`src/mctg_pkg.sv`:
```
// Package for the motion command target gate: request types, register indexes and reset values.
package mctg_pkg;

    // Input request: a host command frame or a control tick.
    typedef struct packed {
        logic               cmd;
        logic [7:0]         ctrl_bits;
        logic signed [31:0] target_word;
        logic [7:0]         speed_req;
        logic               start_switch;
        logic               end_switch;
        logic signed [31:0] position_count;
        logic signed [31:0] step_capture;
        logic               home_armed;
        logic               link_ok;
        logic               over_current;
    } t_in_item;

    // Result request.
    typedef struct packed {
        logic signed [31:0] drive_target;
        logic [7:0]         speed_cmd;
        logic               drive_enable;
        logic               move_direction;
        logic               count_direction;
        logic [1:0]         limit_state;
        logic               clear_position;
        logic               report_request;
    } t_out_item;

    // Configuration register indexes.
    typedef enum logic [2:0] {
        CFG_MAX_SPEED      = 3'd0,
        CFG_LIMIT_SPEED    = 3'd1,
        CFG_POSITION_LIMIT = 3'd2,
        CFG_ACCEPT_WINDOW  = 3'd3,
        CFG_HOLD_WINDOW    = 3'd4,
        CFG_HOME_FLOOR     = 3'd5
    } t_cfg_idx;

    localparam int unsigned CFG_IDX_W  = 3;
    localparam int unsigned CFG_DATA_W = 31;

    // Request kinds.
    localparam logic CMD_FRAME = 1'b0;
    localparam logic CMD_TICK  = 1'b1;

    // Limit switch states.
    localparam logic [1:0] LIM_NONE  = 2'd0;
    localparam logic [1:0] LIM_START = 2'd1;
    localparam logic [1:0] LIM_END   = 2'd2;

    // Decoded control bit positions.
    localparam int unsigned DB_ENABLE = 0;
    localparam int unsigned DB_STOP   = 1;
    localparam int unsigned DB_MOVE   = 2;
    localparam int unsigned DB_COUNT  = 3;
    localparam int unsigned DB_REPORT = 4;

    // Register reset values.
    localparam logic [7:0]  RST_MAX_SPEED      = 8'd120;
    localparam logic [7:0]  RST_LIMIT_SPEED    = 8'd25;
    localparam logic [30:0] RST_POSITION_LIMIT = 31'd12000000;
    localparam logic [15:0] RST_ACCEPT_WINDOW  = 16'd20;
    localparam logic [15:0] RST_HOLD_WINDOW    = 16'd10;
    localparam logic [15:0] RST_HOME_FLOOR     = 16'd10;

endpackage

```
`src/motion_command_target_gate.sv`:
```
// Motion command target gate: stores host frames and on each tick works out the drive target.
//
// Usage: requests enter on the input channel (i_in_valid / o_in_ready, payload i_in).
// A frame request (cmd low) stores control bits, target and speed from the host. A tick
// request (cmd high) scans the limit switches, decodes the stored frame, clamps target and
// speed, gates acceptance of a new target on the settle window and picks the drive target.
// Every request yields exactly one result on the output channel (o_out_valid / i_out_ready,
// payload o_out); a frame result shows the held outputs with clear and report low.
// An accepted request is held in the input register, then its result in the result
// register; a receiver stall can hold the request in the input register in between.
// Throughput: one request per cycle while the receiver does not stall; the stored state
// sits next to the single pass of compare and clamp logic, so each request sees what
// the one before it left. When the receiver stalls, the result register holds and the
// input register takes one more request; o_in_ready then falls until the result is taken.
// Reset (i_rst_n low, synchronous) empties both stages, clears all stored state and loads
// the configuration reset values. Write configuration through i_cfg_we / i_cfg_idx /
// i_cfg_data only while no request is in flight; unknown indexes are ignored.
module motion_command_target_gate (
    input  logic                               i_clk,
    input  logic                               i_rst_n,
    input  logic                               i_cfg_we,
    input  logic [mctg_pkg::CFG_IDX_W-1:0]     i_cfg_idx,
    input  logic [mctg_pkg::CFG_DATA_W-1:0]    i_cfg_data,
    input  logic                               i_in_valid,
    output logic                               o_in_ready,
    input  mctg_pkg::t_in_item                 i_in,
    output logic                               o_out_valid,
    input  logic                               i_out_ready,
    output mctg_pkg::t_out_item                o_out
);

    // Configuration registers.
    logic [7:0]  r_max_speed;
    logic [7:0]  r_limit_speed;
    logic [30:0] r_position_limit;
    logic [15:0] r_accept_window;
    logic [15:0] r_hold_window;
    logic [15:0] r_home_floor;

    // Pipeline registers.
    logic                 r_in_valid;
    mctg_pkg::t_in_item   r_in;
    logic                 r_out_valid;
    mctg_pkg::t_out_item  r_out;

    // Stored state.
    logic [7:0]         r_frame_ctrl;
    logic signed [31:0] r_frame_target;
    logic [7:0]         r_frame_speed;
    logic [4:0]         r_decoded;
    logic signed [31:0] r_aim_target;
    logic [7:0]         r_speed_value;
    logic signed [31:0] r_committed;
    logic signed [31:0] r_drive_target;
    logic [1:0]         r_limit;

    // Next values.
    logic [7:0]         n_frame_ctrl;
    logic signed [31:0] n_frame_target;
    logic [7:0]         n_frame_speed;
    logic [4:0]         n_decoded;
    logic signed [31:0] n_aim_target;
    logic [7:0]         n_speed_value;
    logic signed [31:0] n_committed;
    logic signed [31:0] n_drive_target;
    logic [1:0]         n_limit;
    mctg_pkg::t_out_item n_out;

    logic w_advance;
    logic w_fire;

    // The stage ahead advances when the result register is empty or being drained.
    assign w_advance   = !r_out_valid || i_out_ready;
    assign w_fire      = r_in_valid && w_advance;
    assign o_in_ready  = !r_in_valid || w_advance;
    assign o_out_valid = r_out_valid;
    assign o_out       = r_out;

    // ---------------------------------------------------------------------------------
    // Configuration port
    // ---------------------------------------------------------------------------------
    always_ff @(posedge i_clk) begin
        if (!i_rst_n) begin
            r_max_speed      <= mctg_pkg::RST_MAX_SPEED;
            r_limit_speed    <= mctg_pkg::RST_LIMIT_SPEED;
            r_position_limit <= mctg_pkg::RST_POSITION_LIMIT;
            r_accept_window  <= mctg_pkg::RST_ACCEPT_WINDOW;
            r_hold_window    <= mctg_pkg::RST_HOLD_WINDOW;
            r_home_floor     <= mctg_pkg::RST_HOME_FLOOR;
        end else if (i_cfg_we) begin
            case (i_cfg_idx)
                mctg_pkg::CFG_MAX_SPEED:      r_max_speed      <= i_cfg_data[7:0];
                mctg_pkg::CFG_LIMIT_SPEED:    r_limit_speed    <= i_cfg_data[7:0];
                mctg_pkg::CFG_POSITION_LIMIT: r_position_limit <= i_cfg_data[30:0];
                mctg_pkg::CFG_ACCEPT_WINDOW:  r_accept_window  <= i_cfg_data[15:0];
                mctg_pkg::CFG_HOLD_WINDOW:    r_hold_window    <= i_cfg_data[15:0];
                mctg_pkg::CFG_HOME_FLOOR:     r_home_floor     <= i_cfg_data[15:0];
                default: begin
                end
            endcase
        end
    end

    // ---------------------------------------------------------------------------------
    // Single pass: limit scan, frame decode, settle gate and drive target selection
    // ---------------------------------------------------------------------------------
    logic               w_start;
    logic               w_end;
    logic               w_clr;
    logic               w_pin;
    logic               w_rep;
    logic signed [32:0] w_pos33;
    logic signed [32:0] w_dt33;
    logic signed [31:0] w_pos1;
    logic signed [31:0] w_ftarget1;
    logic signed [31:0] w_committed1;
    logic signed [31:0] w_drive1;
    logic signed [32:0] w_aim33;
    logic signed [32:0] w_lim33;
    logic signed [32:0] w_floor33;
    logic signed [32:0] w_aim_clamp;
    logic [7:0]         w_spd;
    logic [4:0]         w_dec;
    logic signed [31:0] w_aim;
    logic [7:0]         w_speed;
    logic signed [33:0] w_cur34;
    logic signed [33:0] w_nxt34;
    logic signed [33:0] w_cap34;
    logic signed [33:0] w_aw34;
    logic signed [33:0] w_hw34;
    logic               w_take;
    logic signed [31:0] w_cur2;
    logic signed [33:0] w_cur2_34;
    logic               w_in_hold;
    logic signed [31:0] w_settled_drive;

    always_comb begin
        w_start = r_in.start_switch;
        w_end   = r_in.end_switch;
        w_pos33 = {r_in.position_count[31], r_in.position_count};
        w_dt33  = {r_drive_target[31], r_drive_target};

        // Limit scan: the start switch wins over the end switch.
        w_clr = w_start && (w_dt33 <= w_pos33) && r_in.home_armed;
        w_pin = !w_start && w_end && (w_dt33 >= w_pos33) && r_in.home_armed;
        if (w_start) begin
            n_limit = mctg_pkg::LIM_START;
        end else if (w_end) begin
            n_limit = mctg_pkg::LIM_END;
        end else begin
            n_limit = mctg_pkg::LIM_NONE;
        end

        // Homing zeroes everything, the end stop pins to the counter.
        if (w_clr) begin
            w_pos1       = '0;
            w_ftarget1   = '0;
            w_committed1 = '0;
            w_drive1     = '0;
        end else if (w_pin) begin
            w_pos1       = r_in.position_count;
            w_ftarget1   = r_in.position_count;
            w_committed1 = r_in.position_count;
            w_drive1     = r_in.position_count;
        end else begin
            w_pos1       = r_in.position_count;
            w_ftarget1   = r_frame_target;
            w_committed1 = r_committed;
            w_drive1     = r_drive_target;
        end

        // Frame decode: clamp target to the symmetric limit, then speed.
        w_aim33   = {w_ftarget1[31], w_ftarget1};
        w_lim33   = $signed({2'b00, r_position_limit});
        w_floor33 = $signed({17'd0, r_home_floor});
        if (w_aim33 > w_lim33) begin
            w_aim_clamp = w_lim33;
        end else if (w_aim33 < -w_lim33) begin
            w_aim_clamp = -w_lim33;
        end else begin
            w_aim_clamp = w_aim33;
        end
        w_spd = r_frame_speed;
        if (n_limit != mctg_pkg::LIM_NONE) begin
            w_spd = r_limit_speed;
            if ((n_limit == mctg_pkg::LIM_START) && (w_aim_clamp <= w_floor33)) begin
                w_aim_clamp = '0;
            end
        end else if (r_frame_speed > r_max_speed) begin
            w_spd = r_max_speed;
        end

        // Link down: hold the decoded bits, aim and speed.
        if (r_in.link_ok) begin
            w_dec   = {r_frame_ctrl[7], r_frame_ctrl[3:0]};
            w_aim   = w_aim_clamp[31:0];
            w_speed = w_spd;
        end else begin
            w_dec   = r_decoded;
            w_aim   = r_aim_target;
            w_speed = r_speed_value;
        end

        // Report: raise once, then drop the request bit.
        w_rep        = w_dec[mctg_pkg::DB_REPORT];
        n_frame_ctrl = r_frame_ctrl;
        if (w_rep) begin
            n_frame_ctrl[7]          = 1'b0;
            w_dec[mctg_pkg::DB_REPORT] = 1'b0;
        end

        // Settle gate: take the new aim once capture is near the committed target or, moving up, not above it.
        w_cur34 = {{2{w_committed1[31]}}, w_committed1};
        w_nxt34 = {{2{w_aim[31]}}, w_aim};
        w_cap34 = {{2{r_in.step_capture[31]}}, r_in.step_capture};
        w_aw34  = $signed({18'd0, r_accept_window});
        w_hw34  = $signed({18'd0, r_hold_window});
        if (w_cur34 == w_nxt34) begin
            w_take = 1'b0;
        end else if (w_nxt34 > w_cur34) begin
            w_take = (w_cur34 < w_cap34) ? ((w_cap34 - w_cur34) <= w_aw34) : 1'b1;
        end else begin
            w_take = (w_cur34 - w_cap34) <= w_aw34;
        end
        w_cur2    = w_take ? w_aim : w_committed1;
        w_cur2_34 = {{2{w_cur2[31]}}, w_cur2};
        w_in_hold = (w_cap34 > (w_cur2_34 - w_hw34)) && (w_cap34 < (w_cur2_34 + w_hw34));
        w_settled_drive = w_in_hold ? r_in.step_capture : w_cur2;

        // Default: hold all state.
        n_frame_target = r_frame_target;
        n_frame_speed  = r_frame_speed;
        n_decoded      = r_decoded;
        n_aim_target   = r_aim_target;
        n_speed_value  = r_speed_value;
        n_committed    = r_committed;
        n_drive_target = r_drive_target;
        n_out          = '0;

        if (r_in.cmd == mctg_pkg::CMD_FRAME) begin
            // Store the frame only.
            n_frame_ctrl   = r_in.ctrl_bits;
            n_frame_target = r_in.target_word;
            n_frame_speed  = r_in.speed_req;
            n_limit        = r_limit;
        end else begin
            n_frame_target = w_ftarget1;
            n_decoded      = w_dec;
            n_aim_target   = w_aim;
            n_speed_value  = w_speed;
            n_committed    = w_committed1;
            n_drive_target = w_drive1;
            if (w_dec[mctg_pkg::DB_ENABLE]) begin
                if (r_in.link_ok && !r_in.over_current && !w_dec[mctg_pkg::DB_STOP]) begin
                    n_committed    = w_cur2;
                    n_drive_target = w_settled_drive;
                end else begin
                    n_drive_target = w_pos1;
                end
            end
            n_out.clear_position = w_clr;
            n_out.report_request = w_rep;
        end

        n_out.drive_target    = n_drive_target;
        n_out.speed_cmd       = n_speed_value;
        n_out.drive_enable    = n_decoded[mctg_pkg::DB_ENABLE];
        n_out.move_direction  = n_decoded[mctg_pkg::DB_MOVE];
        n_out.count_direction = n_decoded[mctg_pkg::DB_COUNT];
        n_out.limit_state     = n_limit;
    end

    // ---------------------------------------------------------------------------------
    // Input register, stored state and result register
    // ---------------------------------------------------------------------------------
    always_ff @(posedge i_clk) begin
        if (!i_rst_n) begin
            r_in_valid  <= 1'b0;
            r_out_valid <= 1'b0;
        end else begin
            if (o_in_ready) begin
                r_in_valid <= i_in_valid;
            end
            if (w_advance) begin
                r_out_valid <= r_in_valid;
            end
        end
    end

    always_ff @(posedge i_clk) begin
        if (o_in_ready && i_in_valid) begin
            r_in <= i_in;
        end
        if (w_fire) begin
            r_out <= n_out;
        end
    end

    always_ff @(posedge i_clk) begin
        if (!i_rst_n) begin
            r_frame_ctrl   <= '0;
            r_frame_target <= '0;
            r_frame_speed  <= '0;
            r_decoded      <= '0;
            r_aim_target   <= '0;
            r_speed_value  <= '0;
            r_committed    <= '0;
            r_drive_target <= '0;
            r_limit        <= mctg_pkg::LIM_NONE;
        end else if (w_fire) begin
            r_frame_ctrl   <= n_frame_ctrl;
            r_frame_target <= n_frame_target;
            r_frame_speed  <= n_frame_speed;
            r_decoded      <= n_decoded;
            r_aim_target   <= n_aim_target;
            r_speed_value  <= n_speed_value;
            r_committed    <= n_committed;
            r_drive_target <= n_drive_target;
            r_limit        <= n_limit;
        end
    end

    // ---------------------------------------------------------------------------------
    // Assertions
    // ---------------------------------------------------------------------------------
    // Homing only happens at the start limit.
    a_clear_at_start: assert property (@(posedge i_clk) disable iff (!i_rst_n)
        (o_out_valid && o_out.clear_position) |-> (o_out.limit_state == mctg_pkg::LIM_START))
        else $error("clear_position without start limit");

    // The input stage only blocks while the result register is stalled.
    a_stall_cause: assert property (@(posedge i_clk) disable iff (!i_rst_n)
        (r_in_valid && !o_in_ready) |-> (r_out_valid && !i_out_ready))
        else $error("input stage blocked without output stall");

    // A fresh result always comes from a held input request.
    a_result_source: assert property (@(posedge i_clk) disable iff (!i_rst_n)
        $rose(o_out_valid) |-> $past(r_in_valid))
        else $error("result appeared without a request");

endmodule

```
`config.mk`:
```
export PLATFORM = sky130hd
export DESIGN_NAME = motion_command_target_gate
export DESIGN_NICKNAME = d
export VERILOG_FILES = /design/src/mctg_pkg.sv /design/src/motion_command_target_gate.sv
export SDC_FILE = /design/constraint.sdc
export NUM_CORES = 2
export LEC_CHECK = 0
export ABC_AREA = 1
export BUFFER_PORTS_ARGS = -buffer_cell sky130_fd_sc_hd__buf_4
export CORE_MARGIN = 2
export CORE_UTILIZATION = 62
export CTS_CLUSTER_DIAMETER = 200
export DETAILED_ROUTE_END_ITERATION = 12
export GPL_TIMING_DRIVEN = 0
export PLACE_DENSITY = 0.92
export SYNTH_ARGS = -nofsm -noshare
export SYNTH_HDL_FRONTEND = slang
export SYNTH_SLANG_ARGS = --single-unit
```
`constraint.sdc`:
```
create_clock -name i_clk -period 15.5 [get_ports i_clk]
set_clock_uncertainty 0.05 [all_clocks]
set_input_delay 1.55 -clock i_clk [delete_from_list [all_inputs] [get_ports i_clk]]
set_output_delay 1.55 -clock i_clk [all_outputs]
set_load 0.05 [all_outputs]
```
After elaboration in Yosys (flattened, before gate mapping)

Index checks and enable logic that the tools add are counted.

ROM bits: 0
Memories kept: 0
Bits in writable memories: 0
Bits in latches: 0
Flip-flop bits (word level): 420

Multipliers: 0
$add $sub $neg: 5
Eq/ne operators: 8
Shift operators: 0
Reduce and logical (&&, ||, !) cells: 29
Divide/modulo/power cells: 0
Mux-type cells: 34
Bitwise operators: 1
Order comparisons: 12

Operator list:

| cell                 | count |
|---|---|
| $mux W32             | 18 |
| $le A33 B17 Y1       | 3 |
| $lt A32 B33 Y1       | 2 |
| $mux W33             | 2 |
| $sub A32 B32 Y33     | 2 |
| $gt A32 B32 Y1       | 2 |
| $mux W8              | 5 |
| $add A32 B17 Y33     | 1 |
| $gt A32 B33 Y1       | 1 |
| $neg A31 Y33         | 1 |
| $sub A32 B17 Y33     | 1 |
| $eq A32 B32 Y1       | 1 |
| $ge A32 B32 Y1       | 1 |
| $le A32 B32 Y1       | 1 |
| $lt A32 B32 Y1       | 1 |
| $reduce_and A2 Y1    | 9 |
| $logic_and A1 B1 Y1  | 11 |
| $gt A8 B8 Y1         | 1 |
| $eq A3 B2 Y1 const B | 2 |
| $eq A3 B3 Y1 const B | 2 |
| $mux W2              | 3 |
| $logic_not A1 Y1     | 5 |
| $mux W5              | 1 |
| $mux W1              | 4 |
| 8 further kinds      | 9 |

Depth between registers and ports, before layout

Depth after elaboration: 25
Mapped depth: 126

Least setup slack after synthesis

Ideal clock, no wire load.

Path kind: reg-to-reg
Start point: reg r_in[66] (netlist name)
End point: reg r_drive_target[16]
Arrival time: 14.120 ns
Path slack: 1.215 ns
Library setup time: 0.116 ns
Required time: 15.334 ns
Stages on the path, launching flop included: 111
Cells stage by stage: edfxtp_1 inv_1 ha_1 a21oi_1 o21a_1 nand2_1 a21oi_2 nand3_1 nand3_1 nand2_1 inv_2 clkbuf_1 buf_1 clkbuf_1 nor2_1 nor2_1 ha_1 a21oi_1 (+75 left out) nand3_1 xor2_1 ha_1 nand2_1 nor3_1 and3_1 nand4_1 o211ai_1 xnor2_1 nor2_1 inv_1 clkbuf_1 o21ai_0 a21oi_1 o21ai_0 nand2_1 o21ai_0 inv_1

Longest elaborated chain between the ends: 24
Elaborated cells on any way between the ends: 42
Those cells by class: add/sub (4); order compare (11); eq/ne (1); mux (20); reduce/logical (6)

RTL lines:

| element                                                     | line                              | RTL |
|---|---|---|
| start: declaration                                          | motion_command_target_gate.sv:42  | `mctg_pkg::t_in_item r_in;` |
| start signal: assignment                                    | motion_command_target_gate.sv:292 | `r_in <= i_in;` |
| $ge A32 B32 Y1                                              | motion_command_target_gate.sv:145 | `w_pin = !w_start && w_end && (w_dt33 >= w_pos33) && r_in.home_armed;` |
| $logic_and A1 B1 Y1 (2 in a row)                            | motion_command_target_gate.sv:145 |  |
| $mux W32                                                    | motion_command_target_gate.sv:160 | `end else if (w_pin) begin` |
| $mux W32 (*)                                                | motion_command_target_gate.sv:155 | `if (w_clr) begin` |
| $lt A32 B33 Y1                                              | motion_command_target_gate.sv:178 | `end else if (w_aim33 < -w_lim33) begin` |
| $mux W33                                                    | motion_command_target_gate.sv:178 |  |
| $mux W33 (*)                                                | motion_command_target_gate.sv:176 | `if (w_aim33 > w_lim33) begin` |
| $le A33 B17 Y1                                              | motion_command_target_gate.sv:186 | `if ((n_limit == mctg_pkg::LIM_START) && (w_aim_clamp <= w_floor33)) begin` |
| (+4 left out)                                               | n/a                               |  |
| via w_aim[3]                                                | motion_command_target_gate.sv:124 | `logic signed [31:0] w_aim;` |
| (+4 left out)                                               | n/a                               |  |
| $sub A32 B17 Y33 / $add A32 B17 Y33 (equally long branches) | motion_command_target_gate.sv:227 | `w_in_hold = (w_cap34 > (w_cur2_34 - w_hw34)) && (w_cap34 < (w_cur2_34 + w_hw34));` |
| $gt A32 B33 Y1 / $lt A32 B33 Y1 (equally long branches)     | motion_command_target_gate.sv:227 |  |
| $logic_and A1 B1 Y1                                         | motion_command_target_gate.sv:227 |  |
| $mux W32 (*)                                                | motion_command_target_gate.sv:228 | `w_settled_drive = w_in_hold ? r_in.step_capture : w_cur2;` |
| $mux W32 (*)                                                | motion_command_target_gate.sv:254 | `if (r_in.link_ok && !r_in.over_current && !w_dec[mctg_pkg::DB_STOP]) begin` |
| $mux W32 (*)                                                | motion_command_target_gate.sv:253 | `if (w_dec[mctg_pkg::DB_ENABLE]) begin` |
| $mux W32 (*)                                                | motion_command_target_gate.sv:240 | `if (r_in.cmd == mctg_pkg::CMD_FRAME) begin` |
| via n_drive_target[16]                                      | motion_command_target_gate.sv:65  | `logic signed [31:0] n_drive_target;` |
| end signal: assignment                                      | motion_command_target_gate.sv:318 | `r_drive_target <= n_drive_target;` |
| end: declaration                                            | motion_command_target_gate.sv:54  | `logic signed [31:0] r_drive_target;` |

The timed path passes the listed nets; every way through them passes the cells marked *.
A chain may end at the register's enable or synchronous reset.

Worst setup path in the final report

Start point: reg r_in[50] (netlist name)
End point: reg r_out (netlist bit o_out[17]), data pin

Longest elaborated chain between the ends: 24
Elaborated cells on any way between the ends: 42
Those cells by class: add/sub (4); order compare (11); eq/ne (1); mux (20); reduce/logical (6)

RTL lines:

| element                                                     | line                              | RTL |
|---|---|---|
| $ge A32 B32 Y1                                              | motion_command_target_gate.sv:145 |  |
| $logic_and A1 B1 Y1 (2 in a row)                            | motion_command_target_gate.sv:145 |  |
| $mux W32                                                    | motion_command_target_gate.sv:160 |  |
| $mux W32 (*)                                                | motion_command_target_gate.sv:155 |  |
| $lt A32 B33 Y1                                              | motion_command_target_gate.sv:178 |  |
| $mux W33                                                    | motion_command_target_gate.sv:178 |  |
| $mux W33 (*)                                                | motion_command_target_gate.sv:176 |  |
| $le A33 B17 Y1                                              | motion_command_target_gate.sv:186 |  |
| (+4 left out)                                               | n/a                               |  |
| via w_aim[1]                                                | motion_command_target_gate.sv:124 |  |
| (+4 left out)                                               | n/a                               |  |
| $sub A32 B17 Y33 / $add A32 B17 Y33 (equally long branches) | motion_command_target_gate.sv:227 |  |
| $gt A32 B33 Y1 / $lt A32 B33 Y1 (equally long branches)     | motion_command_target_gate.sv:227 |  |
| $logic_and A1 B1 Y1                                         | motion_command_target_gate.sv:227 |  |
| $mux W32 (*)                                                | motion_command_target_gate.sv:228 |  |
| $mux W32 (*)                                                | motion_command_target_gate.sv:254 |  |
| $mux W32 (*)                                                | motion_command_target_gate.sv:253 |  |
| $mux W32 (*)                                                | motion_command_target_gate.sv:240 |  |
| via n_drive_target[2]                                       | motion_command_target_gate.sv:65  |  |
| end signal: assignment                                      | motion_command_target_gate.sv:295 | `r_out <= n_out;` |
| end: declaration                                            | motion_command_target_gate.sv:44  | `mctg_pkg::t_out_item r_out;` |

Marked as above.

==> metrics.cfg <==
[place]
hpwlAfterDp_microns = 91600
io_buffers = 201
routabilityCongestion = 1.102

[logic_synthesis]
synthTopCellsByArea = dfxtp_1 (16%), edfxtp_1 (16%), ha_1 (14%)
synth-edff-count = 162
yosysSeqAreaShare = 0.3209
ys_async_sr_fraction = 0
synth-seq-cells = 413
synthSimpleGateAreaFrac = 0.2075
ys.flop_type = dfxtp_1
synth_nets = 4681
synthTopCellsByCount = nand2_1 (786), inv_1 (510), a21oi_1 (508)
synth_area_leader_cell = dfxtp_1
syn_area_per_cell_sq_um = 7.378
synth.most_common_cell = nand2_1
synthAdderAreaFrac = 0.1418
syn_inst = 4177
synth_top_family_by_area = simple AND/OR/NAND/NOR gates
synthXorXnorAreaFrac = 0.03861
synth_mux_area_frac = 0
synth_warnings = 0
synth_compound_area_frac = 0.2027
syn_area_sq_um = 30820
synth_top_area_frac = 0.1630
ys_types = 66

[critical_path]
critPathArrivalTime_ps = 16710
reg2reg_depth = 115
worst-path-max-fanout = 10
crit_type = reg -> reg
r2r_slack_ps = -840
reg2reg_to = o_out[17]$_DFFE_PP_
r2r-start = r_in[50]$_DFFE_PP_
path_common_cell = nand2_2
endpoint_kind = flip-flop
crit_required_ps = 15860
worst_path_max_delay_cell = edfxtp_1
cp-start-kind = flip-flop
slowest_delay_ps = 450

[route]
drcViolationCount = 0
route.vias.total = 34190
drtIter0Drc = 5742
postRouteAntennaNets = 0
routed_via_density = 6.494
wl_per_cell_microns = 23.99
first_pass_iters = 10
drt-total-wl_microns = 126300

[cts]
cts.sinks = 413
clk_latency_ps = 650
cts.htree.levels = 2
hold_buffers = 0
clockBufferDepth = 3
cts_buffers = 46
clkSlewWorstSetupHoldPaths_ps = 60
clockRootBuffer = clkbuf_16
cts_tree = done

[global_routing]
grt_max_degree = 63
antenna_found_initial = 7
grt_pass1_wl_microns = 176500
grt_usage = 0.4544
grt_pass1_vias = 31150
overflow = 0

[worst_hold_path]
hold_depth = 2
hp-start = r_home_floor[11]$_SDFFE_PN0P_
min_path_type = reg -> reg
min_to = r_home_floor[11]$_SDFFE_PN0P_

[timing]
hold_ws_ps = 421.4
drv_slew = 0
rsz0062_at_grt = true
max_slew_margin = 0.03446
tightest_slew_ps = 1437
hold_viol_final = 0
setup_viol = 64
min_period_ps = 16340
finalCritPeriodShare = 1.054
setup_ws_ps = -844.7
max_freq_ghz = 0.06118

[pwr]
peakVddDrop_v = 0.0001221
power_uw = 5840
p_per_area_nw_per_um2 = 153.7
leakage_uw = 0.01753

[floorplanning]
start_util = 0.6283
die_y_microns = 227.0
die_x_microns = 227.0
core-area_sq_um = 49050
ios = 206
dieArea_sq_um = 51510
rows = 81

[cells_and_area]
layout-drive-gt1-share = 0.1933
syn_to_final_growth_pct = 23.27
nets = 5066

[outcome]
outcome = finished with violations
violations = setup timing

[job]
drv_cap = 0

## critical path: cells and delay by family, from the launching register on
kind	cells	cell delay, ps
buffers and inverters	23	2790
adder cells (fa/ha/maj)	6	1410
AND/OR/NAND/NOR	44	4740
XOR/XNOR	2	320
AO/OA/AOI/OAI	40	6210
flip-flops	1	450
## area by class of cell
class,count,area [sq um]
Antenna cell,1,2.502
Inverter,532,2019
Clock buffer,65,1325
Sequential cell,413,9889
Multi-Input combinational cell,3060,19930
Tap cell,664,830.8
Timing Repair Buffer,341,2709
Clock inverter,20,224.0
Buffer,168,1060
Fill cell,3460,11060
## cell families (layout without fill, tap and decap cells)
family                     after synthesis  count (layout)
DFF                                    413             413
and+or+nand+nor                       1459            1459
xor gates and xnor gates               135             135
adders and majority gates              347             347
AOI/OAI and AO/OA                     1119            1119
buffers and inverters                  704            1126
other                                    0               1
## power by group
group / internal, uW / switching (uW) / total (uW)
logic: 1250 / 2200 / 3450
clock network: 640 / 513 / 1150
registers: 1190 / 43.9 / 1230
total: 3090 / 2750 / 5840
## worst max-delay path by stage
| stage | start | end | slack [ps] | cells after the start |
|---|---|---|---|---|
| final | r_in[50]$_DFFE_PP_ | o_out[17]$_DFFE_PP_ | -840 | 115 |
| after CTS | r_in[40]$_DFFE_PP_ | o_out[17]$_DFFE_PP_ | 5 | 113 |
| after global routing | r_in[50]$_DFFE_PP_ | r_drive_target[16]$_SDFFE_PN0P_ | -1120 | 117 |
| after floorplan | r_in[66]$_DFFE_PP_ | r_drive_target[16]$_SDFFE_PN0P_ | 1210 | 110 |
| after global placement | r_in[66]$_DFFE_PP_ | o_out[15]$_DFFE_PP_ | -4160 | 110 |
| after detailed placement | r_in[66]$_DFFE_PP_ | o_out[17]$_DFFE_PP_ | -4420 | 112 |
## stage by stage
stage	utilization	std cells	setup TNS [ps]	cell area, sq um	setup slack (ps)
after floorplan	-	4177	0	30820	1215
after global placement	0.6760	5042	-253710	33160	-4164
after detailed placement	0.6767	5043	-269490	33200	-4419
after CTS	0.7335	5177	0	35980	4.926
after global routing	0.7745	5263	-64780	37990	-1124
final	0.7745	5264	-43930	37990	-844.7
## per-layer routing
layer	GRT usage	routed length, microns
met4	0.3167	12320
met5	0	99
met2	0.6923	52690
met3	0.1204	17780
met1	0.5621	43420
## sequential cells by signal (all words and copies together) (netlist names), 2 cells and up
name,cells
r_limit_speed,8
r_frame_speed,8
o_out,47
r_home_floor,16
r_position_limit,31
r_limit,2
r_decoded,3
r_in,113
r_frame_target,32
r_frame_ctrl,5
r_max_speed,8
r_hold_window,16
r_aim_target,32
r_accept_window,16
r_speed_value,8
r_committed,32
r_drive_target,32
## timing repair
item                                    in CTS  in global routing
setup buffers                               50                 85
gates cloned                                 1                  5
hold endpoints to repair                     0                  0
pin swaps                                   49                148
endpoints found under the setup margin      64                 64
resized for setup                          240                311
## placed cells by master, fill, tap and decap left out, types with 19 or more instances in the layout
master	instances
a21oi_1	461
a21oi_2	32
a22oi_1	19
a31oi_1	36
buf_4	328
clkbuf_1	121
clkbuf_16	58
dfxtp_1	251
edfxtp_1	162
ha_1	314
ha_4	28
inv_1	472
inv_2	51
nand2_1	713
nand2_2	90
nand2_4	20
nand3_1	185
nand3_2	25
nand4_1	35
nor2_1	263
nor2_2	25
nor3_1	26
o211ai_1	39
o21ai_0	291
o21ai_1	39
o21ai_2	23
o21bai_1	52
xnor2_1	22
xor2_1	110
(Power assumes the default switching activity.)
